--- config.mk ---
export PLATFORM = sky130hd
export DESIGN_NAME = charge_time_to_target_estimator_core
export DESIGN_NICKNAME = d
export VERILOG_FILES = /design/src/hw/rtl/ctte_pkg.sv /design/src/hw/rtl/charge_time_to_target_estimator_core.sv
export VERILOG_INCLUDE_DIRS = /design/src /design/src/hw/rtl
export SDC_FILE = /design/constraint.sdc
export NUM_CORES = 2
export LEC_CHECK = 0
export CORE_ASPECT_RATIO = 0.9
export CORE_MARGIN = 2
export CORE_UTILIZATION = 55
export CTS_CLUSTER_DIAMETER = 120
export DETAILED_ROUTE_END_ITERATION = 10
export DONT_BUFFER_PORTS = 1
export GPL_ROUTABILITY_DRIVEN = 1
export PLACE_DENSITY = 0.73
export SLEW_MARGIN = 15
export SYNTH_ARGS = -nofsm -noshare
export SYNTH_HDL_FRONTEND = slang
export SYNTH_SLANG_ARGS = --single-unit
--- constraint.sdc ---
create_clock -name clk_i -period 12.7 [get_ports clk_i]
set_input_delay 0.635 -clock clk_i [delete_from_list [all_inputs] [get_ports clk_i]]
set_output_delay 0.635 -clock clk_i [all_outputs]
set_load 0.02 [all_outputs]
--- src/hw/rtl/charge_time_to_target_estimator_core_macros.svh ---
// assertion helpers for the charge time estimator
`ifndef CHARGE_TIME_TO_TARGET_ESTIMATOR_CORE_MACROS_SVH
`define CHARGE_TIME_TO_TARGET_ESTIMATOR_CORE_MACROS_SVH

// same-cycle implication, checked outside reset
`define CTTE_ASSERT_IMP(label, pre, post, msg) \
  label: assert property (@(posedge clk_i) disable iff (!rst_ni) (pre) |-> (post)) \
    else $error(msg);

// next-cycle implication, checked outside reset
`define CTTE_ASSERT_NXT(label, pre, post, msg) \
  label: assert property (@(posedge clk_i) disable iff (!rst_ni) (pre) |=> (post)) \
    else $error(msg);

`endif

--- src/hw/rtl/ctte_pkg.sv ---
package ctte_pkg;

  localparam int PERCENT_FRAC_BITS_DEF = 16;
  localparam int NUM_BANDS = 12;
  localparam int BAND_W = 4;
  localparam int DELAY_W = 43;
  localparam logic [DELAY_W-1:0] DELAY_MAX = {DELAY_W{1'b1}};

  // 2.5e9 = 9765625 * 2^8
  localparam int K_W = 24;
  localparam logic [K_W-1:0] TIME_K = 24'd9765625;
  localparam int TIME_SHIFT = 8;
  localparam logic [K_W-1:0] LCM_DIV = 24'd153153;
  localparam logic [K_W-1:0] PCT_SCALE = 24'd100;

  // quotient-side numerator width of the final division, independent of frac bits
  localparam int NUM_W = 59;
  // divisor width: 153153 * charge_rate
  localparam int DIV_W = 35;

  localparam int FULL_W = 16;
  localparam int TGT_W = 7;
  localparam int RATE_W = 17;
  localparam int REM_W = 16;
  localparam int CFG_IDX_W = 2;
  localparam int CFG_DATA_W = 17;
  localparam logic [TGT_W-1:0] PCT_FULL = 7'd100;
  localparam logic [FULL_W-1:0] FULL_RESET = 16'd2200;
  localparam logic [TGT_W-1:0] TGT_RESET = 7'd90;
  localparam logic [RATE_W-1:0] RATE_RESET = 17'd1;

  typedef enum logic [CFG_IDX_W-1:0] {
    CFG_FULL_CAPACITY  = 2'd0,
    CFG_TARGET_PERCENT = 2'd1,
    CFG_CHARGE_RATE    = 2'd2
  } cfg_idx_e;

  typedef enum logic [3:0] {
    S_IDLE,
    S_MUL_REM,
    S_LOAD_P,
    S_DIV_P,
    S_CHECK,
    S_BAND_MUL,
    S_BAND_ACC,
    S_RATE,
    S_MUL_LO,
    S_MUL_HI,
    S_MUL_ACC,
    S_LOAD_D,
    S_DIV_D,
    S_FIN
  } state_e;

  function automatic int max_int(input int a, input int b);
    return (a > b) ? a : b;
  endfunction

  // band edges in whole percent
  function automatic logic [TGT_W-1:0] band_edge(input logic [BAND_W-1:0] idx);
    logic [TGT_W-1:0] e;
    case (idx)
      4'd0:    e = 7'd0;
      4'd1:    e = 7'd71;
      4'd2:    e = 7'd76;
      4'd3:    e = 7'd84;
      4'd4:    e = 7'd85;
      4'd5:    e = 7'd86;
      4'd6:    e = 7'd87;
      4'd7:    e = 7'd90;
      4'd8:    e = 7'd93;
      4'd9:    e = 7'd96;
      4'd10:   e = 7'd98;
      4'd11:   e = 7'd99;
      default: e = 7'd100;
    endcase
    return e;
  endfunction

  // lcm of the factors divided by each band's factor
  function automatic logic [K_W-1:0] band_weight(input logic [BAND_W-1:0] idx);
    logic [K_W-1:0] w;
    case (idx)
      4'd0:    w = 24'd612612;
      4'd1:    w = 24'd680680;
      4'd2:    w = 24'd720720;
      4'd3:    w = 24'd765765;
      4'd4:    w = 24'd816816;
      4'd5:    w = 24'd875160;
      4'd6:    w = 24'd942480;
      4'd7:    w = 24'd1113840;
      4'd8:    w = 24'd1225224;
      4'd9:    w = 24'd1531530;
      4'd10:   w = 24'd2042040;
      4'd11:   w = 24'd3063060;
      default: w = 24'd0;
    endcase
    return w;
  endfunction

endpackage

--- src/hw/rtl/charge_time_to_target_estimator_core.sv ---
// charge time to target estimator
//
// command channel: remaining_capacity_i is taken at a rising edge with start high
// and busy low; busy then stays high until the result is out. one result per
// transaction: done_o is high for exactly one cycle with delay_us_o and
// already_reached_o valid; the receiver cannot hold it off, so nothing stalls.
// configuration: cfg_valid_i/cfg_ready_o channel with cfg_index_i and cfg_data_i;
// ready is always high, write only while busy is low. index 0 full capacity,
// 1 target percent, 2 charge rate; index 3 is ignored.
// F = PERCENT_FRAC_BITS, percent quotient width PW = F + 23. a target already
// reached skips the band walk, and a zero charge rate skips the final division.
// the cost is set by the shared restoring divider, one quotient bit a cycle,
// used for the percent (PW steps) and the final time (59 steps), plus one
// shared multiplier that walks the twelve bands, a multiply state and an
// accumulate state per band.
// a new start is taken only once the last result is out, at the earliest in
// the cycle done_o is high.
// reset: registers return to 2200 mAh, 90 percent, rate 1; sequencer idles.
module charge_time_to_target_estimator_core #(
  parameter int PERCENT_FRAC_BITS = ctte_pkg::PERCENT_FRAC_BITS_DEF
) (
  input  logic                             clk_i,
  input  logic                             rst_ni,
  // command channel
  input  logic                             start,
  output logic                             busy,
  input  logic [ctte_pkg::REM_W-1:0]       remaining_capacity_i,
  // result strobe
  output logic                             done_o,
  output logic [ctte_pkg::DELAY_W-1:0]     delay_us_o,
  output logic                             already_reached_o,
  // configuration write channel
  input  logic                             cfg_valid_i,
  output logic                             cfg_ready_o,
  input  logic [ctte_pkg::CFG_IDX_W-1:0]   cfg_index_i,
  input  logic [ctte_pkg::CFG_DATA_W-1:0]  cfg_data_i
);
  import ctte_pkg::*;

  `include "charge_time_to_target_estimator_core_macros.svh"

  localparam int F    = PERCENT_FRAC_BITS;
  localparam int PW   = F + 23;            // percent quotient, rem * 100 < 2^23
  localparam int SPW  = F + 7;             // one band span
  localparam int SW   = F + 27;            // weighted span sum
  localparam int HALF = (SW + 1) / 2;      // split of the sum for the time product
  localparam int NW   = SW + K_W;          // sum times time constant
  localparam int MA   = max_int(max_int(SPW, HALF), RATE_W + 1);
  localparam int PRW  = MA + K_W;
  localparam int QW   = max_int(PW, DELAY_W);
  localparam int RW   = DIV_W + 1;
  localparam int CW   = $clog2(NUM_W);

  // configuration registers
  logic [FULL_W-1:0] full_cap_q;
  logic [TGT_W-1:0]  target_q;
  logic [RATE_W-1:0] rate_q;

  assign cfg_ready_o = 1'b1;

  always_ff @(posedge clk_i or negedge rst_ni) begin
    if (!rst_ni) begin
      full_cap_q <= FULL_RESET;
      target_q   <= TGT_RESET;
      rate_q     <= RATE_RESET;
    end else if (cfg_valid_i && cfg_ready_o) begin
      case (cfg_index_i)
        CFG_FULL_CAPACITY:  full_cap_q <= cfg_data_i[FULL_W-1:0];
        CFG_TARGET_PERCENT: target_q   <= cfg_data_i[TGT_W-1:0];
        CFG_CHARGE_RATE:    rate_q     <= cfg_data_i[RATE_W-1:0];
        default:            ;
      endcase
    end
  end

  // sequencer and datapath registers
  state_e            state_q, state_d;
  logic              done_q, done_d;
  logic [REM_W-1:0]  rem_q, rem_d;
  logic [PRW-1:0]    prod_q, prod_d;
  logic [NUM_W-1:0]  num_q, num_d;
  logic [DIV_W-1:0]  div_q, div_d;
  logic [DIV_W-1:0]  r_q, r_d;
  logic [QW-1:0]     q_q, q_d;
  logic [CW-1:0]     cnt_q, cnt_d;
  logic              sat_q, sat_d;
  logic              flag_q, flag_d;
  logic [BAND_W-1:0] band_q, band_d;
  logic [SW-1:0]     sum_q, sum_d;
  logic [NW-1:0]     acc_q, acc_d;
  logic [DELAY_W-1:0] delay_q, delay_d;
  logic              reached_q, reached_d;

  // shared divider step, one quotient bit per cycle
  logic [RW-1:0] r_shift, r_sub;
  logic          div_ge;
  logic [DIV_W-1:0] r_next;
  logic [QW-1:0] q_next;

  assign r_shift = {r_q, num_q[cnt_q]};
  assign r_sub   = r_shift - {1'b0, div_q};
  assign div_ge  = (r_shift >= {1'b0, div_q});
  assign r_next  = div_ge ? r_sub[DIV_W-1:0] : r_shift[DIV_W-1:0];
  assign q_next  = {q_q[QW-2:0], div_ge};

  // shared multiplier
  logic [MA-1:0]  mul_a;
  logic [K_W-1:0] mul_b;
  logic [PRW-1:0] mul_p;

  assign mul_p = PRW'(mul_a) * PRW'(mul_b);

  // band span: part of [p, target] inside the current band
  logic [PW-1:0]    pct;
  logic [PW-1:0]    e_lo, e_hi, t_cap, t_full, top, base;
  logic [TGT_W-1:0] tcap_pct;
  logic [PW-1:0]    span_w;
  logic [SPW-1:0]   span;

  assign pct      = q_q[PW-1:0];
  assign tcap_pct = (target_q > PCT_FULL) ? PCT_FULL : target_q;
  assign t_cap    = PW'(tcap_pct) << F;
  assign t_full   = PW'(target_q) << F;
  assign e_lo     = PW'(band_edge(band_q)) << F;
  assign e_hi     = PW'(band_edge(band_q + BAND_W'(1))) << F;
  assign top      = (e_hi < t_cap) ? e_hi : t_cap;
  assign base     = (pct < e_lo) ? e_lo : ((pct < top) ? pct : top);
  assign span_w   = (e_lo >= t_cap) ? '0 : (top - base);
  assign span     = span_w[SPW-1:0];

  logic [NW-1:0] acc_shr;
  assign acc_shr = acc_q >> (F - TIME_SHIFT);

  always_comb begin
    state_d   = state_q;
    done_d    = 1'b0;
    rem_d     = rem_q;
    prod_d    = prod_q;
    num_d     = num_q;
    div_d     = div_q;
    r_d       = r_q;
    q_d       = q_q;
    cnt_d     = cnt_q;
    sat_d     = sat_q;
    flag_d    = flag_q;
    band_d    = band_q;
    sum_d     = sum_q;
    acc_d     = acc_q;
    delay_d   = delay_q;
    reached_d = reached_q;
    mul_a     = MA'(rem_q);
    mul_b     = PCT_SCALE;

    case (state_q)
      S_IDLE: begin
        if (start) begin
          rem_d   = remaining_capacity_i;
          state_d = S_MUL_REM;
        end
      end
      S_MUL_REM: begin
        mul_a   = MA'(rem_q);
        mul_b   = PCT_SCALE;
        prod_d  = mul_p;
        state_d = S_LOAD_P;
      end
      S_LOAD_P: begin
        // percent = rem * 100 * 2^F / full, zero full acts as one
        num_d   = NUM_W'(prod_q[REM_W+TGT_W-1:0]) << F;
        div_d   = (full_cap_q == '0) ? DIV_W'(1) : DIV_W'(full_cap_q);
        r_d     = '0;
        q_d     = '0;
        cnt_d   = CW'(PW - 1);
        state_d = S_DIV_P;
      end
      S_DIV_P: begin
        r_d   = r_next;
        q_d   = q_next;
        cnt_d = cnt_q - CW'(1);
        if (cnt_q == '0) begin
          state_d = S_CHECK;
        end
      end
      S_CHECK: begin
        flag_d = (pct >= t_full);
        band_d = '0;
        sum_d  = '0;
        sat_d  = 1'b0;
        if (pct >= t_full) begin
          state_d = S_FIN;
        end else begin
          state_d = S_BAND_MUL;
        end
      end
      S_BAND_MUL: begin
        mul_a   = MA'(span);
        mul_b   = band_weight(band_q);
        prod_d  = mul_p;
        state_d = S_BAND_ACC;
      end
      S_BAND_ACC: begin
        sum_d  = sum_q + SW'(prod_q);
        band_d = band_q + BAND_W'(1);
        if (band_q == BAND_W'(NUM_BANDS - 1)) begin
          state_d = S_RATE;
        end else begin
          state_d = S_BAND_MUL;
        end
      end
      S_RATE: begin
        mul_a  = MA'(rate_q);
        mul_b  = LCM_DIV;
        prod_d = mul_p;
        if (rate_q == '0) begin
          sat_d   = 1'b1;
          state_d = S_FIN;
        end else begin
          state_d = S_MUL_LO;
        end
      end
      S_MUL_LO: begin
        div_d   = prod_q[DIV_W-1:0];
        mul_a   = MA'(sum_q[HALF-1:0]);
        mul_b   = TIME_K;
        prod_d  = mul_p;
        state_d = S_MUL_HI;
      end
      S_MUL_HI: begin
        acc_d   = NW'(prod_q);
        mul_a   = MA'(sum_q[SW-1:HALF]);
        mul_b   = TIME_K;
        prod_d  = mul_p;
        state_d = S_MUL_ACC;
      end
      S_MUL_ACC: begin
        acc_d   = acc_q + (NW'(prod_q) << HALF);
        state_d = S_LOAD_D;
      end
      S_LOAD_D: begin
        // sum * 2.5e9 / 2^F, then divide by 153153 * rate
        num_d   = acc_shr[NUM_W-1:0];
        r_d     = '0;
        q_d     = '0;
        sat_d   = 1'b0;
        cnt_d   = CW'(NUM_W - 1);
        state_d = S_DIV_D;
      end
      S_DIV_D: begin
        r_d   = r_next;
        q_d   = q_next;
        cnt_d = cnt_q - CW'(1);
        // any quotient bit at or above the output width saturates
        if (div_ge && (cnt_q >= CW'(DELAY_W))) begin
          sat_d = 1'b1;
        end
        if (cnt_q == '0) begin
          state_d = S_FIN;
        end
      end
      S_FIN: begin
        done_d    = 1'b1;
        reached_d = flag_q;
        if (flag_q) begin
          delay_d = '0;
        end else if (sat_q) begin
          delay_d = DELAY_MAX;
        end else begin
          delay_d = q_q[DELAY_W-1:0];
        end
        state_d = S_IDLE;
      end
      default: begin
        state_d = S_IDLE;
      end
    endcase
  end

  always_ff @(posedge clk_i or negedge rst_ni) begin
    if (!rst_ni) begin
      state_q <= S_IDLE;
      done_q  <= 1'b0;
    end else begin
      state_q <= state_d;
      done_q  <= done_d;
    end
  end

  // payload registers, no reset
  always_ff @(posedge clk_i) begin
    rem_q     <= rem_d;
    prod_q    <= prod_d;
    num_q     <= num_d;
    div_q     <= div_d;
    r_q       <= r_d;
    q_q       <= q_d;
    cnt_q     <= cnt_d;
    sat_q     <= sat_d;
    flag_q    <= flag_d;
    band_q    <= band_d;
    sum_q     <= sum_d;
    acc_q     <= acc_d;
    delay_q   <= delay_d;
    reached_q <= reached_d;
  end

  assign busy              = (state_q != S_IDLE);
  assign done_o            = done_q;
  assign delay_us_o        = delay_q;
  assign already_reached_o = reached_q;

  `CTTE_ASSERT_IMP(a_done_idle, done_o, !busy, "result strobe while busy")
  `CTTE_ASSERT_NXT(a_start_busy, start && !busy, busy, "start not taken")
  `CTTE_ASSERT_IMP(a_reached_zero, done_o && already_reached_o, delay_us_o == '0, "reached with delay")
  `CTTE_ASSERT_NXT(a_div_end, (state_q == S_DIV_D) && (cnt_q == '0), state_q == S_FIN, "divider overrun")
  `CTTE_ASSERT_IMP(a_done_from_fin, done_o, $past(state_q == S_FIN), "strobe without finish")

endmodule

==> flow_summary.json <==
{
  "p_leak_uw": 0.02171,
  "slowest_stage": "fa_1",
  "dpl_cell_area_mm2": 0.04552,
  "max_stage_delay_ns": 0.57,
  "final_area_mm2": 0.04755,
  "critical_path_class": "reg2reg",
  "antenna_left": 0,
  "clkTransAtPathRegs_ns": 0.06,
  "max_cap_viol_count": 0,
  "ys.warnings.count": 0,
  "p_int_uw": 2997,
  "routed.top_layer": "met5",
  "swShare": 0.3036,
  "tightest_slew_ns": 1.178,
  "cts-buffers-inserted": 52,
  "grt_pass1_vias": 33163,
  "area_growth_pct": 8.598,
  "critical_path_arrival_ns": 12.72,
  "num_vias": 33657,
  "overflow": 0,
  "io_buffers": 0,
  "wl_met3_um": 14660,
  "synth_cell_type_count": 82,
  "grt_max_degree": 85,
  "fmaxAchievable_ghz": 0.08105,
  "r2r_slack_ns": 0.36,
  "report.final.slew_viol_count": 0,
  "hp-class": "in2reg",
  "reg2reg_to": "prod_q[45]",
  "synth-edff-count": 393,
  "crit_path_start_kind": "flop",
  "cts_tree": "yes",
  "hold_path_depth": 0,
  "run_status": "completed",
  "wl_um": 128600,
  "rows": 98,
  "dpl.hpwl_um": 98620,
  "ir_worst_vdd_v": 0.0001211,
  "die_w_um": 301.4,
  "nets": 5340,
  "met2WireLength_um": 56930,
  "hold_viol_final": 0,
  "wire_per_inst_um": 22.93,
  "power.density_mw_per_mm2": 90.49,
  "clkLatencyLatePin_ns": 0.64,
  "layout_commonest_cell": "inv_1",
  "p_seq_frac": 0.450,
  "htree_levels": 2,
  "synth_top_flop_cell": "edfxtp_1",
  "drc_errors": 0,
  "start_util": 0.5537,
  "endpoint_kind": "flop",
  "clockPowerShare": 0.364,
  "syn_avg_cell_area_um2": 9.733,
  "postLayoutCoreUtil": 0.6013,
  "crit_top_cell": "fa_1",
  "first_pass_iters": 8,
  "hold_end": "rem_q[2]",
  "maxSlewHeadroom": 0.2150,
  "synth_nets": 5330,
  "p_sw_uw": 1306,
  "drtIter0Drc": 3513,
  "setup-violations-final": 0,
  "nFillCells": 6594,
  "async_flop_share": 0.09636,
  "required_ns": 13.09,
  "r2r_cells": 53,
  "io_pins": 86,
  "cts_root_buf": "clkbuf_16",
  "clk_path_buf_depth": 3,
  "cts.sinks": 467,
  "fin_skew_ns": 0.04445,
  "antenna_found_initial": 8,
  "die_y_um": 271.7,
  "grt_first_pass_wirelength_um": 196500,
  "postSynthCellCount": 4499,
  "die_area_mm2": 0.08189,
  "yosys-top-cells-area": "edfxtp_1 27%, fa_1 20%, ha_1 10%, inv_1 5.3%, nand2_1 4.6%",
  "yosys.area.top_type_share": 0.2695,
  "min_from": "remaining_capacity_i[2]",
  "yosysTopAreaCell": "edfxtp_1",
  "rr_startpoint": "band_q[1]",
  "core_mm2": 0.07909,
  "period_needed_ns": 12.34,
  "m1WireLength_um": 51190,
  "ys_seq_area_frac": 0.3087,
  "drive_above_1_share": 0.08434,
  "syn_area_mm2": 0.04379,
  "routabilityCongestion": 1.023,
  "ys_seq_elements": 467,
  "worstPathMaxFanout": 9,
  "layout_common_cells": "617 x inv_1, 540 x nand2_1, 444 x nor2_1",
  "grt_use_total": 0.3160,
  "period_share": 0.9714,
  "combPwrFrac": 0.186,
  "vias_per_cell": 6.002
}
sequential cells by signal, indices dropped and copies added, names as in the netlist, 4 cells and up, named ones only:
name / cells
delay_us_o: 43
target_q: 7
sum_q: 43
rem_q: 16
band_q: 4
q_q: 43
rate_q: 17
acc_q: 59
num_q: 59
state_q: 4
div_q: 35
prod_q: 47
e_lo: 7
r_q: 35
full_cap_q: 16
cnt_q: 6
worst max path at each step:
stage / cells after the start / from / endpoint / slack, ns
2_1_floorplan: 57 / band_q[0] / prod_q[45] / 0.21
3_3_place_gp: 49 / band_q[1] / prod_q[45] / 0.24
3_5_place_dp: 53 / band_q[1] / prod_q[46] / 0.04
4_1_cts: 54 / band_q[1] / prod_q[46] / 0.03
5_1_grt: 57 / band_q[1] / prod_q[46] / -0.09
6_report: 53 / band_q[1] / prod_q[45] / 0.36
cell type report:
| cell class | instances | area (um2) | area share |
|---|---|---|---|
| Antenna cell | 5 | 12.51 | 0.0002631 |
| Clock buffer | 66 | 1521 | 0.03199 |
| Clock inverter | 32 | 252.7 | 0.005315 |
| Timing Repair Buffer | 144 | 1111 | 0.02336 |
| Inverter | 618 | 2320 | 0.04878 |
| Multi-Input combinational cell | 3226 | 27500 | 0.5784 |
| Sequential cell | 467 | 13520 | 0.2843 |
| Tap cell | 1050 | 1314 | 0.02763 |
cells in the mapped netlist, drive strengths merged, types with 12 or more instances:
cell type / count
nor2b: 31
o21bai: 30
a211oi: 20
a31oi: 31
and2: 107
inv: 618
dfxtp: 29
buf: 34
nand2: 541
mux2: 59
and3: 69
edfxtp: 393
o211ai: 16
clkbuf: 154
xnor2: 109
a21o: 100
xor2: 59
a22o: 12
nor4: 21
o21ai: 138
or2: 13
o21a: 30
mux4: 17
a21oi: 173
dfrtp: 36
nand2b: 54
nand4: 23
ha: 352
nand3: 69
nor3: 53
or3: 13
fa: 440
mux2i: 41
nor2: 452
cells by family after synthesis:
group / Yosys count / synth area share
other cells: 2 / 0.0001715
simple gates: 1478 / 0.1527
mux: 117 / 0.03329
compound gates: 667 / 0.09949
xor+xnor: 168 / 0.03377
buf+inv: 806 / 0.06963
fa+ha+maj: 794 / 0.3022
flops: 467 / 0.3087
critical path: cells and delay by family, from the launching register on:
| kind | cells | cell delay, ns |
|---|---|---|
| fa+ha+maj | 11 | 4.79 |
| simple gates | 14 | 2.40 |
| buf+inv | 6 | 0.75 |
| mux | 1 | 0.15 |
| xor+xnor | 3 | 0.58 |
| flops | 1 | 0.39 |
| compound gates | 18 | 3.02 |
routing by layer:
metal,vias to the layer above,track usage
met1,16586,0.4356
li1,15017,-
met3,331,0.07795
met5,-,0
met2,1713,0.4791
met4,10,0.1280
metrics by stage:
| step | hold slack (ns) | power, uW | setup WS, ns | instances | setup TNS (ns) |
|---|---|---|---|---|---|
| final | 0.08706 | 4303 | 0.3626 | 5608 | 0 |
| after global routing | 0.07618 | 4465 | -0.09136 | 5603 | -0.09136 |
| after CTS | 0.06292 | 4297 | 0.02930 | 5597 | 0 |
| after detailed placement | 0.3411 | 2731 | 0.04119 | 5497 | 0 |
| after global placement | 0.3409 | 2713 | 0.2359 | 5497 | 0 |
| after floorplan | 0.3394 | 2470 | 0.2128 | 4499 | 0 |
what timing repair did:
action | CTS | global route
pin swaps | 0 | 12
setup buffers | 0 | 6
hold buffers | 2 | 0
endpoints found under the hold margin | 45 | 0
setup endpoints to repair | 2 | 19
gates resized for setup | 2 | 31
power by group through the flow:
stage	Sequential (uW)	Clock, uW	Combinational (uW)
final	1940	1570	801
after global placement	1960	0	754
after detailed placement	1960	0	772
after floorplan	1830	0	637
after global routing	1930	1640	895
after CTS	1930	1580	786
Power figures use the tool's default switching activity.
